File: src/icu_pkg.sv
// ----------------------------------------------------------------------------
// icu_pkg
// Shared widths, limits and the control record that moves along the chain.
// ----------------------------------------------------------------------------
package icu_pkg;

    localparam int VALUE_W   = 32;
    localparam int GREATER_W = 6;
    localparam int TOTAL_W   = 11;

    localparam logic [GREATER_W-1:0] GREATER_MAX = '1;
    localparam logic [TOTAL_W-1:0]   TOTAL_MAX   = '1;

    typedef struct packed {
        logic valid;
        logic start_new;
        logic too_many;
    } t_tok_ctl;

endpackage

File: src/icu_cell.sv
// ----------------------------------------------------------------------------
// icu_cell
// One element slot: stores the element whose index matches this slot and
// counts it against every later item that passes.
// ----------------------------------------------------------------------------
module icu_cell import icu_pkg::*; #(
    parameter int CNT_W    = 7,
    parameter int CELL_IDX = 0
) (
    input  logic                      i_clk,
    input  logic                      i_rst_n,
    input  logic                      i_en,
    input  t_tok_ctl                  i_ctl,
    input  logic signed [VALUE_W-1:0] i_value,
    input  logic [CNT_W-1:0]          i_idx,
    input  logic [CNT_W-1:0]          i_cnt,
    output t_tok_ctl                  o_ctl,
    output logic signed [VALUE_W-1:0] o_value,
    output logic [CNT_W-1:0]          o_idx,
    output logic [CNT_W-1:0]          o_cnt
);

    localparam logic [CNT_W-1:0] MY_IDX = CNT_W'(CELL_IDX);

    t_tok_ctl                  r_ctl;
    logic signed [VALUE_W-1:0] r_stored;
    logic signed [VALUE_W-1:0] r_value;
    logic [CNT_W-1:0]          r_idx;
    logic [CNT_W-1:0]          r_cnt;
    logic [CNT_W-1:0]          n_cnt;
    logic                      hit;
    logic                      wr;

    assign hit   = i_ctl.valid && (MY_IDX < i_idx) && (r_stored > i_value);
    assign wr    = i_en && i_ctl.valid && !i_ctl.too_many && (i_idx == MY_IDX);
    assign n_cnt = i_cnt + CNT_W'(hit);

    always_ff @(posedge i_clk) begin
        if (!i_rst_n) begin
            r_ctl <= '0;
        end else if (i_en) begin
            r_ctl <= i_ctl;
        end
    end

    always_ff @(posedge i_clk) begin
        if (i_en) begin
            r_value <= i_value;
            r_idx   <= i_idx;
            r_cnt   <= n_cnt;
        end
        if (wr) begin
            r_stored <= i_value;
        end
    end

    assign o_ctl   = r_ctl;
    assign o_value = r_value;
    assign o_idx   = r_idx;
    assign o_cnt   = r_cnt;

endmodule

File: config.mk
export PLATFORM = sky130hd
export DESIGN_NAME = icu_cell
export DESIGN_NICKNAME = d
export VERILOG_FILES = /design/src/icu_pkg.sv /design/src/icu_cell.sv
export SDC_FILE = /design/constraint.sdc
export NUM_CORES = 1
export LEC_CHECK = 0
export BUFFER_PORTS_ARGS = -buffer_cell sky130_fd_sc_hd__buf_2
export CORE_ASPECT_RATIO = 0.6
export CORE_MARGIN = 2
export CORE_UTILIZATION = 45
export DETAILED_ROUTE_END_ITERATION = 8
export PLACE_DENSITY = 0.74
export SYNTH_ARGS = -nofsm -noshare
export SYNTH_HDL_FRONTEND = slang
export SYNTH_SLANG_ARGS = --single-unit
File: constraint.sdc
create_clock -name i_clk -period 4.3 [get_ports i_clk]
set_input_delay 0.215 -clock i_clk [delete_from_list [all_inputs] [get_ports i_clk]]
set_output_delay 0.215 -clock i_clk [all_outputs]
set_load 0.05 [all_outputs]
# Word level (Yosys, flattened, before mapping)

Index checks and enable logic that the tools add are counted.

Add/sub/neg operators: 1
Order comparisons: 2
Reduce and logical (&&, ||, !) cells: 7

Operators with widths:

| kind                                                                 | number |
|---|---|
| 32-bit > comparator                                                  | 1 |
| 7-bit by 1-bit adder with 7-bit output                               | 1 |
| 7-bit zero test                                                      | 1 |
| 1-bit by 7-bit < comparator with 1-bit output (first input constant) | 1 |
| 1-bit logical AND                                                    | 5 |
| 1-bit zero test                                                      | 1 |

Register bits: 81
Input port bits: 52
Output and inout bits: 49
Word-level logic and storage cells: 17

# Logic depth before layout (Yosys ltp)

Depth after elaboration: 4
Mapped depth: 13
Gate-level depth less buffers: 13

# Worst setup path after synthesis

OpenSTA, ideal clock, no wires.

Path kind: input to register
Start: in i_idx[1]
End: reg r_stored[0] (enable)
Setup time: 0.502 ns
Arrival: 3.923 ns
Required time: 3.798 ns
Slack: -0.125 ns
Stages on the path: 2
Buffers on the path: 0
Cells stage by stage: or4_1 > nor4_1

Word-level cells in the longest chain between the ends: 2

Ends and longest elaborated chain:

| element                | line           | RTL |
|---|---|---|
| start: declaration     | icu_cell.sv:15 | `input logic [CNT_W-1:0] i_idx,` |
| 7-bit zero test        | icu_cell.sv:35 | `assign wr = i_en && i_ctl.valid && !i_ctl.too_many && (i_idx == MY_IDX);` |
| 1-bit logical AND      | icu_cell.sv:35 |  |
| named net wr           | icu_cell.sv:32 | `logic wr;` |
| end signal: assignment | icu_cell.sv:53 | `r_stored <= i_value;` |
| end: declaration       | icu_cell.sv:26 | `logic signed [VALUE_W-1:0] r_stored;` |

The timed path passes the listed nets, and every way through them passes these cells.
A chain may end at the register's enable or synchronous reset.

# Final worst setup path

Start: reg r_stored[31]
End: reg r_cnt[6] (netlist: o_cnt[6]) (data pin)

Word-level cells in the longest chain between the ends: 3

Ends and longest elaborated chain:

| element                                | line           | RTL |
|---|---|---|
| 32-bit > comparator                    | icu_cell.sv:34 | `assign hit = i_ctl.valid && (MY_IDX < i_idx) && (r_stored > i_value);` |
| 1-bit logical AND                      | icu_cell.sv:34 |  |
| 7-bit by 1-bit adder with 7-bit output | icu_cell.sv:36 | `assign n_cnt = i_cnt + CNT_W'(hit);` |
| named net n_cnt[6]                     | icu_cell.sv:30 | `logic [CNT_W-1:0] n_cnt;` |
| end signal: assignment                 | icu_cell.sv:50 | `r_cnt <= n_cnt;` |
| end: declaration                       | icu_cell.sv:29 | `logic [CNT_W-1:0] r_cnt;` |

The timed path passes the listed nets, and every way through them passes these cells.

==> impl_metrics.tcl <==
set metrics [dict create \
    status "completed" \
    synthMuxAreaShare 0.00588 \
    endpoint_kind "flop" \
    period_minus_slack_ns 3.01 \
    sequentialPowerShare 0.459 \
    cp_cell_sequence "ha_1, nand4_1, nor4_1, o31ai_2, a21oi_1, and3b_1, ha_1, ha_1, and3_1, nand3_1, xnor2_1" \
    cts_inserted_buffers 9 \
    fin_tns_setup_ns 0 \
    worstMarginPinSlew_ns 0.650 \
    drt_wl_total_um 6130 \
    slew_violations 0 \
    switching_share 0.251 \
    io_pins 101 \
    numPortBuffers 100 \
    fmax_mhz 332 \
    yosys.area_share.adder 0.125 \
    ant_nets 0 \
    yosys_register_bits 81 \
    cts_hold_buf 0 \
    gp_congestion 0.715 \
    core_area_sq_um 7300 \
    p_int_w 0.00149 \
    dp_hpwl_um 4500 \
    fp.dieH_um 71.4 \
    postSynth.asyncResetShare 0 \
    crit_required_ns 4.39 \
    switchingPower_w 0.000500 \
    synth_simple_gate_area_frac 0.0574 \
    cp_max_fo 4 \
    postCtsResizedCells 0 \
    grt_pass1_vias 2026 \
    period_share 0.701 \
    cts.sinks 81 \
    synthTopCellsByArea "edfxtp_1 (69%), ha_1 (13%), inv_1 (3.6%), a21oi_1 (2.1%), dfxtp_1 (1.8%)" \
    cts_tree "done" \
    yosysSeqAreaShare 0.706 \
    power_frac_comb 0.126 \
    hp-class "input pin to flop" \
    p_leak_nw 1.91 \
    synth_edf_count 78 \
    synth_cell_type_count 32 \
    fin_area_sq_um 4390 \
    ys_warn_count 0 \
    synth_compound_area_frac 0.0563 \
    maxCapViolCount 0 \
    post_cts_buffers 0 \
    synth_xor_area_frac 0.0129 \
    fin_nets 418 \
    crit_top_cell "ha_1" \
    slowest_stage "nor4_1" \
    cp_num_buf_inv 0 \
    path_class "flop to flop" \
    grt_usage 0.163 \
    synthTopCellsByCount "edfxtp_1 (78), ha_1 (34), inv_1 (33)" \
    arrival_ns 3.10 \
    gr-total-overflow 0 \
    slew-limit-headroom 0.567 \
    clkSlewWorstSetupHoldPaths_ns 0.06 \
    power.density_nw_per_um2 454 \
    initial_utilization 0.466 \
    syn_nets 305 \
    syn-instance-count 219 \
    place_area_sq_um 4060 \
    drt-vias-per-instance 4.70 \
    syn_to_final_growth_pct 29.1 \
    grt_max_degree 51 \
    clock_skew_ns 0.00403 \
    cts_htree_levels 3 \
    synth.most_common_cell "edfxtp_1" \
    finalSetupViolations 0 \
    clk_path_buf_depth 2 \
    root_buffer "clkbuf_16" \
    grt_pass1_wl_um 9840 \
    die_area_sq_um 8290 \
    cp_top_family "simple AND/OR/NAND/NOR gates" \
    cp-start-kind "flop" \
    drt-wirelength-per-cell_um 13.9 \
    synth_top_area_frac 0.688 \
    rsz0062_at_grt "no" \
    hold_violations 0 \
    max_stage_delay_ns 0.61 \
    first_iter_violations 118 \
    regToRegSetupSlack_ns 1.29 \
    synth.avg_cell_area_sq_um 15.5 \
    fp.dieW_um 116 \
    ir_drop_mv 0.286 \
    synth_top_family_by_area "adder cells" \
    synth_area_sq_um 3400 \
    antenna_found_initial 1 \
    clkLatencyLatePin_ns 0.34 \
    num_rows 24 \
    pwr-share-clk 0.415 \
    synth_top_cell_by_area "edfxtp_1" \
    diodes 0 \
    synthFlopType "edfxtp_1" \
    drive_gt1_frac 0.362 \
    dr.pass1.iters 4 \
    drc 0 \
    vias 2072 \
]
power by group through the flow:
stage / registers, W / logic [W] / clock network, W
global route: 0.000918 / 0.000270 / 0.000876
finish: 0.000914 / 0.000252 / 0.000827
CTS: 0.000914 / 0.000255 / 0.000847
detailed placement: 0.000931 / 0.000254 / 0
global placement: 0.000930 / 0.000251 / 0
floorplan: 0.00106 / 0.0000390 / 0
routing by layer:
metal	vias up	track usage	wire, um
met2	72	0.225	2510
met1	945	0.224	3030
met5	-	0	0
li1	1044	-	-
met4	0	0.0635	95
met3	11	0.0770	497
registers in the layout (all words and copies together), names as in the netlist:
name      count
o_ctl         3
r_stored     32
o_idx         7
o_cnt         7
o_value      32
through the flow:
step / hold slack (ns) / worst slack (ns) / std cells / power, W / util
after floorplan: 0.314 / 1.20 / 219 / 0.00110 / -
after global placement: 0.401 / 1.32 / 425 / 0.00118 / 0.557
after detailed placement: 0.404 / 1.26 / 425 / 0.00119 / 0.557
after CTS: 0.0449 / 1.24 / 441 / 0.00202 / 0.602
after global routing: 0.0497 / 0.991 / 441 / 0.00206 / 0.602
final: 0.0578 / 1.29 / 441 / 0.00199 / 0.602
layout make-up:
class	count	area (sq um)
clock inverters	6	91.3
clock buffers	10	239
repair buffers	102	515
well taps	104	130
flip-flops and latches	81	2400
inverters	33	124
multi-input cells	105	891
fillers	589	2900
cell families (layout without fill, tap and decap cells):
family                     Yosys count  in the layout
buffers and inverters               33            151
AOI/OAI and AO/OA                   30             30
xor gates and xnor gates             5              5
adders and majority gates           34             34
and+or+nand+nor                     34             34
DFF                                 81             81
muxes                                2              2
placed cells by master (no fill, tap or decap), types with 3 or more instances in the layout:
cell type / synthesis / layout
inv_1: 33 / 33
clkinvlp_4: 0 / 3
nand4_1: 6 / 6
ha_1: 34 / 34
o21ai_0: 3 / 3
dfxtp_1: 3 / 3
xnor2_1: 3 / 3
nor2b_1: 3 / 3
edfxtp_1: 78 / 78
clkbuf_16: 0 / 9
buf_2: 0 / 100
nand2_1: 7 / 7
a21oi_1: 14 / 14
nand3_1: 6 / 6
o21a_1: 3 / 3
final timing paths:
path                          startpoint               endpoint  cells after the start
setup reg to reg  r_stored[31]$_DFFE_PP_     o_cnt[6]$_DFFE_PP_                     11
setup / recovery  r_stored[31]$_DFFE_PP_     o_cnt[6]$_DFFE_PP_                     11
hold / removal                  i_idx[4]     o_idx[4]$_DFFE_PP_                      1
hold reg to reg    o_ctl[2]$_SDFFE_PN0P_  o_ctl[2]$_SDFFE_PN0P_                      2
No activity file was read; power rests on OpenSTA's default activity.
