===== src/icu_pkg.sv =====
// ----------------------------------------------------------------------------
// icu_pkg
// Shared widths, limits and the control record that moves along the chain.
// ----------------------------------------------------------------------------
package icu_pkg;

    localparam int VALUE_W   = 32;
    localparam int GREATER_W = 6;
    localparam int TOTAL_W   = 11;

    localparam logic [GREATER_W-1:0] GREATER_MAX = '1;
    localparam logic [TOTAL_W-1:0]   TOTAL_MAX   = '1;

    typedef struct packed {
        logic valid;
        logic start_new;
        logic too_many;
    } t_tok_ctl;

endpackage


===== src/icu_total.sv =====
// ----------------------------------------------------------------------------
// icu_total
// End of the chain: keeps the running total and holds the result item.
// ----------------------------------------------------------------------------
module icu_total import icu_pkg::*; #(
    parameter int CNT_W = 7
) (
    input  logic                 i_clk,
    input  logic                 i_rst_n,
    input  logic                 i_en,
    input  t_tok_ctl             i_ctl,
    input  logic [CNT_W-1:0]     i_cnt,
    output logic                 o_valid,
    output logic [GREATER_W-1:0] o_greater_before,
    output logic [TOTAL_W-1:0]   o_inversions,
    output logic                 o_too_many
);

    localparam int SUM_W = ((CNT_W > TOTAL_W) ? CNT_W : TOTAL_W) + 1;

    logic                 r_valid;
    logic [TOTAL_W-1:0]   r_total;
    logic [GREATER_W-1:0] r_greater;
    logic [TOTAL_W-1:0]   r_inv;
    logic                 r_too_many;
    logic [TOTAL_W-1:0]   n_total;
    logic [GREATER_W-1:0] n_greater;
    logic [SUM_W-1:0]     cnt_ext;
    logic [SUM_W-1:0]     base_ext;
    logic [SUM_W-1:0]     sum;
    logic [SUM_W-1:0]     greater_ext;

    assign cnt_ext  = SUM_W'(i_cnt);
    assign base_ext = i_ctl.start_new ? '0 : SUM_W'(r_total);
    assign sum      = base_ext + cnt_ext;

    assign greater_ext = (cnt_ext > SUM_W'(GREATER_MAX)) ? SUM_W'(GREATER_MAX) : cnt_ext;

    always_comb begin
        if (i_ctl.too_many) begin
            n_total   = r_total;
            n_greater = '0;
        end else begin
            n_total   = (sum > SUM_W'(TOTAL_MAX)) ? TOTAL_MAX : sum[TOTAL_W-1:0];
            n_greater = greater_ext[GREATER_W-1:0];
        end
    end

    always_ff @(posedge i_clk) begin
        if (!i_rst_n) begin
            r_valid <= 1'b0;
            r_total <= '0;
        end else if (i_en) begin
            r_valid <= i_ctl.valid;
            if (i_ctl.valid) begin
                r_total <= n_total;
            end
        end
    end

    always_ff @(posedge i_clk) begin
        if (i_en && i_ctl.valid) begin
            r_greater  <= n_greater;
            r_inv      <= n_total;
            r_too_many <= i_ctl.too_many;
        end
    end

    assign o_valid          = r_valid;
    assign o_greater_before = r_greater;
    assign o_inversions     = r_inv;
    assign o_too_many       = r_too_many;

endmodule


===== config.mk =====
export PLATFORM = sky130hd
export DESIGN_NAME = icu_total
export DESIGN_NICKNAME = d
export VERILOG_FILES = /design/src/icu_pkg.sv /design/src/icu_total.sv
export SDC_FILE = /design/constraint.sdc
export NUM_CORES = 1
export LEC_CHECK = 0
export BUFFER_PORTS_ARGS = -buffer_cell sky130_fd_sc_hd__clkbuf_2
export CAP_MARGIN = 20
export CORE_MARGIN = 8
export CORE_UTILIZATION = 43
export DETAILED_ROUTE_END_ITERATION = 10
export GPL_ROUTABILITY_DRIVEN = 0
export PLACE_DENSITY_LB_ADDON = 0.15
export REMOVE_ABC_BUFFERS = 1
export SETUP_SLACK_MARGIN = 0.4
export SLEW_MARGIN = 25
export SYNTH_ARGS = -nofsm -noshare
export SYNTH_HDL_FRONTEND = slang
export SYNTH_SLANG_ARGS = --single-unit

===== constraint.sdc =====
create_clock -name i_clk -period 2.5 [get_ports i_clk]
set_input_delay 0.125 -clock i_clk [delete_from_list [all_inputs] [get_ports i_clk]]
set_output_delay 0.125 -clock i_clk [all_outputs]
set_load 0.02 [all_outputs]

### After elaboration in Yosys (flattened, before gate mapping)

Cells that the tools add are included.
W data, S select, Z words.

* register bits after elaboration: 30
* bits of input ports: 13
* output and inout port bits: 19
* word-level logic and storage cells: 14

* $add $sub $neg: 1
* magnitude comparators: 2
* muxes and demuxes: 4
* reductions and logical operators: 2

Operators by type and width (number)
* $mux W11: 3
* $add A11 B7 Y12: 1
* $gt A12 B11 Y1 const B: 1
* $gt A7 B6 Y1 const B: 1
* $mux W6: 1
* $reduce_and A2 Y1: 1
* $logic_and A1 B1 Y1: 1

### Logic depth before layout (Yosys ltp)

Gate-level depths: netlist of run 1.

* depth after elaboration: 5
* gate-level depth with buffers: 12
* depth with buffers taken out: 9

### Worst setup path before layout of run 1

No wires, ideal clock.

* kind: input port to flip-flop
* start: input port i_ctl[1] (netlist name)
* end: register r_inv[2], in the netlist o_inversions[2] (data pin)
* data arrival time: 2092 ps
* path slack: 149 ps
* cell stages on the path: 11
* buffers on the path: 3
* cells stage by stage: clkbuf_1 clkbuf_1 nand2b_1 inv_1 ha_1 a21o_1 a21oi_1 o31a_1 buf_6 nor2_2 o31a_1

* cells in the longest elaborated chain, start to end: 5

Ends and longest elaborated chain
* start, declared: RTL line icu_total.sv:11 `input t_tok_ctl i_ctl,`
* $mux W11 (*): RTL line icu_total.sv:34 `assign base_ext = i_ctl.start_new ? '0 : SUM_W'(r_total);`
* $add A11 B7 Y12 (*): RTL line icu_total.sv:35 `assign sum = base_ext + cnt_ext;`
* $gt A12 B11 Y1: RTL line icu_total.sv:44 `n_total = (sum > SUM_W'(TOTAL_MAX)) ? TOTAL_MAX : sum[TOTAL_W-1:0];`
* $mux W11 (*): RTL line icu_total.sv:44
* $mux W11 (*): RTL line icu_total.sv:40 `if (i_ctl.too_many) begin`
* net n_total[2]: RTL line icu_total.sv:26 `logic [TOTAL_W-1:0] n_total;`
* end signal, assigned: RTL line icu_total.sv:64 `r_inv <= n_total;`
* end, declared: RTL line icu_total.sv:24 `logic [TOTAL_W-1:0] r_inv;`

The timed path passes the listed nets; every way through them passes the cells marked *.
A chain may end at the register's enable or synchronous reset.

### Worst setup path in the final report of run 1

* start: register r_total[0]
* end: register r_inv[10], in the netlist o_inversions[10] (data pin)

* cells in the longest elaborated chain, start to end: 5

Ends and longest elaborated chain
* start, declared: RTL line icu_total.sv:22 `logic [TOTAL_W-1:0] r_total;`
* start signal, assigned: RTL line icu_total.sv:56 `r_total <= n_total;`
* $mux W11 (*): RTL line icu_total.sv:34
* $add A11 B7 Y12 (*): RTL line icu_total.sv:35
* $gt A12 B11 Y1: RTL line icu_total.sv:44
* $mux W11 (*): RTL line icu_total.sv:44
* $mux W11 (*): RTL line icu_total.sv:40
* net n_total[10]: RTL line icu_total.sv:26

Marks and branches as above.

==> results of run 1 <==
kinds of logic after synthesis:
logic type,after synthesis,synth area share
compound gates,53,0.230
simple gates,53,0.159
flops,30,0.465
buf+inv,18,0.0491
fa+ha+maj,8,0.0640
xor+xnor,4,0.0209
mux,2,0.0119
cell usage in the layout (no fill, tap or decap), types with 5 or more instances in the layout:
cell type,Yosys,routed
buf_6,2,5
o21ai_0,8,5
a31oi_1,8,8
nor2_1,21,21
edfxtp_1,18,18
buf_4,0,14
o31a_1,9,9
clkbuf_8,0,6
nand2b_1,7,7
o21a_1,5,5
dfxtp_1,12,9
inv_1,9,8
clkbuf_2,0,31
repair_timing:
action                                 in CTS  in global routing
endpoints found under the hold margin       0                  0
setup endpoints to repair                  20                 17
pin swaps                                   9                 14
setup buffers                              10                  6
gates resized for setup                    18                 26
sequential cells by signal, indices dropped and copies added, names as in the netlist:
signal	cells
o_valid	1
r_total	11
o_greater_before	6
o_inversions	11
o_too_many	1
layout make-up:
type | instances | area [um2] | area share
Sequential cell | 30 | 785 | 0.347
Timing Repair Buffer | 50 | 317 | 0.140
Inverter | 9 | 33.8 | 0.0150
Clock inverter | 2 | 7.51 | 0.00332
Clock buffer | 6 | 82.6 | 0.0366
Tap cell | 48 | 60.1 | 0.0266
Multi-Input combinational cell | 120 | 973 | 0.431
where the power goes:
group / switching (mW) / total (mW) / internal [mW]
combinational: 0.120 / 0.209 / 0.0893
sequential: 0.00863 / 0.560 / 0.552
clock: 0.180 / 0.396 / 0.216
total: 0.308 / 1.17 / 0.857
synth_stat cells, drive strengths merged, types with 2 or more instances:
cell	count
a41o	2
nor3	2
a21oi	8
nand2b	7
mux2i	2
o21a	5
nor2	22
buf	3
xnor2	3
dfxtp	12
o31a	9
inv	9
nand3	2
edfxtp	18
a21boi	2
a31oi	8
nor2b	7
ha	7
nand2	5
o21bai	2
nand3b	2
o311a	2
clkbuf	6
o21ai	8
or2	2
worst max path at each step:
| stage | to | cells after the start | slack [ps] |
|---|---|---|---|
| after floorplan | o_inversions[10] | 9 | 320 |
| after global placement | o_inversions[10] | 9 | 190 |
| after detailed placement | o_inversions[10] | 9 | 130 |
| after CTS | o_inversions[8] | 10 | 320 |
| after global routing | o_inversions[4] | 12 | 230 |
| final | o_inversions[10] | 9 | 300 |
layer usage:
metal  GRT usage  vias up
met5           0        -
met4      0.0630        0
met3      0.0467        9
met2       0.239       47
met1       0.159      725
li1            -      716
worst min-delay path: cells and delay by family:
kind                   cells  cell delay [ps]
and+or+nand+nor            2              110
buffers and inverters      1              100
==> metrics.cfg, run 1 <==
[synth]
ys_seq_elements=30
avgSynthCellArea_um2=10.0
synthFlopType=edfxtp_1
synth_cell_types=42
synthArstFlopShare=0
syn-cell-area_um2=1680
synth_top_area_cell=edfxtp_1
synth_top_area_share=0.322
yosysSeqAreaShare=0.465
synth-warning-count=0
synthCells=168
synth.area.top_cells=edfxtp_1 (32%), dfxtp_1 (14%), ha_1 (5.2%)
synth_edf_count=18

[clock_network]
ctsLongestPathBuffers=2
cts_made_buffers=5
cts_max_level=2
holdBufCountCts=0
cts.sinks=30
clockRootBuffer=clkbuf_8
insertion_delay_ps=280
path_clk_slew_ps=70
cts_tree=done

[finish]
final_cell_area_um2=2260
fillers=327
antenna_cells=0
layout-drive-gt1-share=0.410
areaGrowthSynthToFinish_pct=34.4
fin_nets=237
final_util=0.608
stdcell_count=265

[setup_path]
r2r-start=r_total[0]
cp_num_buf_inv=1
crit_chain=nor2b_4 > ha_2 > inv_2 > fa_2 > nor2b_4 > o21bai_4 > a211oi_2 > a21oi_2 > o31a_1
critPathSlowestCell=fa_2
cp_max_fo=3
cp-start-kind=flop
regToRegEndpoint=o_inversions[10]
crit_path_end_kind=flop
ff2ff_setup_slack_ps=300
crit_family=compound AO/OA/AOI/OAI gates
critPathMaxStageDelay_ps=360
cp.required_ps=2530
cp-startpoint=r_total[0]
reg2regPathDepth=9
critPathKind=reg -> reg
cp_data_arrival_time_ps=2230
crit_top_cell=nor2b_4

[routing]
avgViaCountPerCell=5.65
drt_iter0_markers=122
drc_errors=0
wl_per_cell_um=16.4
drtPass1Iterations=4
met1_length_mm=1.76
wl_met3_um=304
routed_wirelength_mm=4.36
antenna_left=0
wl_met2_mm=2.21
top_layer=met4
via_count=1497

[sta]
grt_setup_unrepaired=true
hold_ws_ps=160
final-setup-viol-count=0
final.period_utilization=0.881
finalWorstSetupSlack_ps=298
setup_tns_ps=0
slew_viol_final=0
finalClockSkew_ps=4.27
hold_viol=0
fmaxAchievable_mhz=454
tightestPinTransition_ps=756
slew_headroom=0.496
layout_min_cycle_time_ps=2200

[floorplan]
fp.dieW_um=78.5
dieArea_um2=6160
row_count=22
start_util=0.452
io_pins=32
die_h_um=78.5
coreArea_um2=3720

[hold_path]
min_path_type=in -> reg
whs_endpoint=o_greater_before[2]
hp-start=i_cnt[2]
hold_path_depth=3

[pwr]
p_per_area_nw_per_um2=516
p_leak_nw=0.918
irDropWorstVdd_v=0.000243
p_total_mw=1.17

[global_route]
grt_pass1_vias=1469
overflow=0
antenna_found_initial=0
grt_usage=0.141
grt_pass1_wl_mm=6.97
grt_max_degree=21

[placement]
dpl.cell_count=241
placed_area_um2=1870
dp_hpwl_mm=2.93
io_buffer_count=31
dp_slack_ps=132

[job]
drv_cap=0

[outcome]
status=completed

(Power assumes the default switching activity.)
==> run 2: changes to the inputs <==
- CORE_UTILIZATION: 43 -> 49
==> run 2 against run 1 <==
Total power fell by 13%. Die area fell by 9.8%. Largest cell class unchanged. Sequential share of layout area rose by 2.5 points. Clock power fell by 33%. Critical path type unchanged.
==> metrics.cfg, run 2 (synthesis gave the netlist of run 1 again) <==
[routing]
routed_wirelength_mm=4.20  ; -3.5%
antenna_left=0  ; unchanged
drtPass1Iterations=4  ; unchanged
via_count=1434  ; -4.2%
drc_errors=0  ; unchanged
drt_iter0_markers=89  ; -27%
wl_per_cell_um=16.3  ; -0.89%
avgViaCountPerCell=5.56  ; -1.6%

[finish]
areaGrowthSynthToFinish_pct=25.0
stdcell_count=258  ; -2.6%
layout_common_cells=clkbuf_2 (31), nor2_1 (21), edfxtp_1 (18)
fillers=283  ; -13%
layout-drive-gt1-share=0.358  ; -0.0516
multiInputGateArea_um2=916  ; -5.9%
final_common_cell=clkbuf_2
fin_nets=232  ; -2.1%
seq_area_um2=783  ; -0.16%
antenna_cells=0  ; unchanged
final_cell_area_um2=2100  ; -7.0%

[setup_path]
crit_chain=nor2b_4 > ha_4 > inv_2 > fa_2 > nor2b_2 > o21bai_2 > a211oi_2 > buf_4 > o21ai_2 > o2bb2ai_1
crit_path_end_kind=flop
cp_max_fo=3  ; unchanged
cp_data_arrival_time_ps=2270  ; +40 ps
critPathSlowestCell=dfxtp_2
cp.required_ps=2570  ; +40 ps
ff2ff_setup_slack_ps=300  ; about the same
cp-start-kind=flop
critPathKind=reg -> reg
critPathMaxStageDelay_ps=350  ; about the same
r2r-start=r_total[0]
reg2regPathDepth=10  ; +1
regToRegEndpoint=o_inversions[8]

[floorplan]
io_pins=32  ; unchanged
row_count=21  ; -4.5%
coreArea_um2=3310  ; -11%
start_util=0.508  ; +0.0554
die_h_um=74.6  ; -5.0%
fp.dieW_um=74.6  ; -5.0%
dieArea_um2=5560  ; -9.8%

[hold_path]
min_path_type=in -> reg
hp-start=i_ctl[2]
hold_path_depth=3  ; unchanged
whs_endpoint=o_valid

[placement]
dp_slack_ps=105  ; -27.3 ps
placed_area_um2=1860  ; -0.54%
io_buffer_count=31  ; unchanged
dp_hpwl_mm=2.73  ; -6.8%
dpl.cell_count=238  ; -1.2%

[clock_network]
path_clk_slew_ps=90  ; +20 ps
cts_max_level=2  ; unchanged
holdBufCountCts=0  ; unchanged
ctsLongestPathBuffers=2  ; unchanged
cts.sinks=30  ; unchanged
clockRootBuffer=clkbuf_4
cts_made_buffers=5  ; unchanged
insertion_delay_ps=320  ; +40 ps
cts_tree=done

[pwr]
p_leak_nw=0.862  ; -6.1%
irDropWorstVdd_v=0.000349  ; +44%
p_total_mw=1.02  ; -13%
p_per_area_nw_per_um2=484  ; -6.3%

[global_route]
grt_pass1_vias=1414  ; -3.7%
antenna_found_initial=0  ; unchanged
overflow=0  ; unchanged
grt_usage=0.149  ; +0.00772
grt_pass1_wl_mm=6.32  ; -9.3%
grt_max_degree=21  ; unchanged

[sta]
tightestPinTransition_ps=722  ; -33.7 ps
finalClockSkew_ps=4.96  ; +0.688 ps
slew_viol_final=0  ; unchanged
finalWorstSetupSlack_ps=302  ; +3.60 ps
slew_headroom=0.518  ; +0.0225
setup_tns_ps=0  ; unchanged
layout_min_cycle_time_ps=2200  ; -3.60 ps
final.period_utilization=0.879  ; -0.00144
final-setup-viol-count=0  ; unchanged
hold_viol=0  ; unchanged
grt_setup_unrepaired=true
fmaxAchievable_mhz=455  ; +0.16%

[outcome]
status=completed

[job]
drv_cap=0  ; unchanged

-- run 2: cell count changes in the layout (fill, tap and decap cells not counted), sizes merged --
cell	before	now
buf	19	14
-- run 2: how the worst max path moves through the flow --
stage                    start               end  slack (ps)
floorplan           r_total[0]  o_inversions[10]         320
global placement      i_ctl[1]   o_inversions[0]         170
detailed placement  r_total[0]  o_inversions[10]         100
CTS                 r_total[0]  o_inversions[10]         320
global route        r_total[0]   o_inversions[8]         240
finish              r_total[0]   o_inversions[8]         300
-- run 2: critical path: cells and delay by family (launching register included) --
kind	cells	cell delay, ps
buf+inv	2	220
fa+ha+maj	2	480
simple gates	2	310
compound gates	4	570
flops	1	350
-- run 2: cell type report --
| type | count | share of cell area |
|---|---|---|
| Clock inverter | 2 | 0.00417 |
| Inverter | 9 | 0.0161 |
| Multi-Input combinational cell | 120 | 0.436 |
| Timing Repair Buffer | 45 | 0.124 |
| Tap cell | 46 | 0.0274 |
| Sequential cell | 30 | 0.373 |
| Clock buffer | 6 | 0.0197 |
-- run 2: report_power, final --
group	total (mW)	internal, mW	switching, mW
clock	0.267	0.105	0.162
sequential	0.559	0.551	0.00856
combinational	0.190	0.0757	0.114
total	1.02	0.732	0.284
-- run 2: repair_timing --
| action | CTS | global route |
|---|---|---|
| cloned | 0 | 0 |
| resized for setup | 14 | 10 |
| pin swaps | 9 | 7 |
| buffers inserted | 8 | 4 |
| endpoints found under the setup margin | 20 | 19 |
-- run 2: per-layer routing --
metal  track usage  vias to the layer above  wire (um)
met4        0.0674                        0         71
met1         0.164                      673       1740
met5             0                        -          0
li1              -                      706          -
met2         0.255                       48       2120
met3        0.0485                        7        275
-- run 2: stage by stage --
| step | util | hold slack, ps |
|---|---|---|
| 6_report | 0.635 | 86.0 |
| 3_5_place_dp | 0.562 | 433 |
| 3_3_place_gp | 0.562 | 425 |
| 4_1_cts | 0.608 | 75.4 |
| 5_1_grt | 0.635 | 94.6 |
| 2_1_floorplan | - | 224 |
==> run 3: changes to the inputs <==
- REMOVE_ABC_BUFFERS: 1 -> default
==> run 3 against run 2 <==
Non-clock buffer count increased by 2. Clock power increased by 11%. Maximum frequency is 1.4% lower. Cell area increased by 1.8%. Worst hold slack improved by 2.8 ps.
==> metrics.cfg, run 3 (synthesis gave the netlist of run 1 again) <==
[sta]
setup_tns_ps=0  ; unchanged
slew_viol_final=0  ; unchanged
finalClockSkew_ps=11.2  ; +6.25 ps
hold_viol=0  ; unchanged
final-setup-viol-count=0  ; unchanged
layout_min_cycle_time_ps=2230  ; +30.9 ps
hold_ws_ps=88.8  ; +2.75 ps
tightestPinTransition_ps=741  ; +19.3 ps
final.period_utilization=0.892  ; +0.0124
finalWorstSetupSlack_ps=271  ; -30.9 ps
fmaxAchievable_mhz=449  ; -1.4%
slew_headroom=0.505  ; -0.0129
grt_setup_unrepaired=true

[pwr]
pwr-share-seq=0.531  ; -0.019
p_leak_nw=0.883  ; +2.4%
swShare=0.279  ; -0.00127
p_per_area_nw_per_um2=493  ; +2.0%
p_clk_frac=0.281  ; +0.018
p_total_mw=1.06  ; +3.9%
irDropWorstVdd_v=0.000247  ; -29%
p_int_mw=0.762  ; +4.1%
p_comb_frac=0.188  ; about the same
switching_power_mw=0.294  ; +3.5%

[setup_path]
cp-start-kind=flop
crit_chain=nor2b_4 > ha_4 > inv_2 > fa_2 > nor2b_2 > o21bai_2 > a211oi_2 > buf_4 > o21ai_2 > o2bb2ai_2
cp_max_fo=3  ; unchanged
critPathKind=reg -> reg
critPathMaxStageDelay_ps=350  ; about the same
cp_data_arrival_time_ps=2310  ; +40 ps
crit_path_end_kind=flop
cp.required_ps=2580  ; about the same
cp_num_buf_inv=2  ; unchanged
crit_family=compound AO/OA/AOI/OAI gates
critPathSlowestCell=dfxtp_2

[job]
drv_cap=0  ; unchanged

[floorplan]
row_count=21  ; unchanged
io_pins=32  ; unchanged
fp.dieW_um=74.6  ; unchanged
coreArea_um2=3310  ; unchanged
die_h_um=74.6  ; unchanged
dieArea_um2=5560  ; unchanged
start_util=0.508  ; unchanged

[clock_network]
cts_tree=done
clockRootBuffer=clkbuf_4
holdBufCountCts=0  ; unchanged
cts_max_level=2  ; unchanged
ctsLongestPathBuffers=2  ; unchanged
path_clk_slew_ps=100  ; about the same
cts_made_buffers=5  ; unchanged
insertion_delay_ps=340  ; +20 ps
cts.sinks=30  ; unchanged

[routing]
wl_met3_um=321  ; +17%
met1_length_mm=1.69  ; -3.1%
top_layer=met4
avgViaCountPerCell=5.75  ; +3.4%
routed_wirelength_mm=4.32  ; +2.7%
via_count=1494  ; +4.2%
antenna_left=0  ; unchanged
wl_met2_mm=2.20  ; +3.9%
wl_per_cell_um=16.6  ; +1.9%
drtPass1Iterations=4  ; unchanged
drc_errors=0  ; unchanged
drt_iter0_markers=129  ; +45%

[global_route]
grt_max_degree=21  ; unchanged
grt_pass1_vias=1463  ; +3.5%
overflow=0  ; unchanged
grt_pass1_wl_mm=6.77  ; +7.1%
antenna_found_initial=0  ; unchanged
grt_usage=0.162  ; +0.0132

[finish]
fin_nets=234  ; +0.86%
seq_area_um2=786  ; +0.32%
final_common_cell=clkbuf_2
layout_common_cells=clkbuf_2 (31), nor2_1 (21), edfxtp_1 (18)
antenna_cells=0  ; unchanged
areaGrowthSynthToFinish_pct=27.3
layout-drive-gt1-share=0.374  ; +0.0153
fillers=273  ; -3.5%
final_cell_area_um2=2140  ; +1.8%
multiInputGateArea_um2=925  ; +0.96%

[placement]
io_buffer_count=31  ; unchanged
dp_slack_ps=76.0  ; -28.6 ps
dp_hpwl_mm=2.91  ; +6.8%
placed_area_um2=1870  ; +0.47%

[outcome]
status=completed

[hold_path]
min_path_type=in -> reg

[synth]
syn_nets=189

-- run 3: worst paths after layout --
path,from,end,slack (ps),cells after the start
setup / recovery,r_total[0],o_inversions[8],270,10
hold / removal,i_ctl[2],o_valid,90,3
setup reg to reg,r_total[0],o_inversions[8],270,10
hold reg to reg,o_valid,o_valid,490,2
-- run 3: area by class of cell --
cell class                      instances  area share
Timing Repair Buffer                   47       0.130
Clock inverter                          2     0.00351
Sequential cell                        30       0.367
Multi-Input combinational cell        120       0.432
Clock buffer                            6      0.0240
Inverter                                9      0.0158
Tap cell                               46      0.0269
-- run 3: power groups by stage --
stage                     Clock, mW  Combinational, mW  Sequential (mW)
after CTS                     0.300              0.183            0.560
after detailed placement          0              0.168            0.571
final                         0.297              0.199            0.560
after floorplan                   0             0.0977            0.591
after global routing          0.323              0.215            0.563
after global placement            0              0.162            0.570
-- run 3: timing repair --
action,in CTS,in global routing
pin swaps,12,5
buffers inserted,13,1
endpoints found under the setup margin,20,19
resized for setup,11,15
-- run 3: layer usage --
metal,vias up,track usage
li1,707,-
met1,719,0.178
met4,0,0.0804
met2,57,0.277
met5,-,0
met3,11,0.0485
-- run 3: through the flow --
step                      std cells  utilization
after floorplan                 168            -
after global placement          238        0.564
after detailed placement        238        0.564
after CTS                       259        0.622
after global routing            260        0.646
final                           260        0.646
-- run 3: worst reg2reg max path, cell delays in order, from the launching register on --
cell,delay [ps]
dfxtp_2,350
nor2b_4,160
ha_4,150
inv_2,40
fa_2,350
nor2b_2,160
o21bai_2,90
a211oi_2,280
buf_4,190
o21ai_2,60
o2bb2ai_2,150
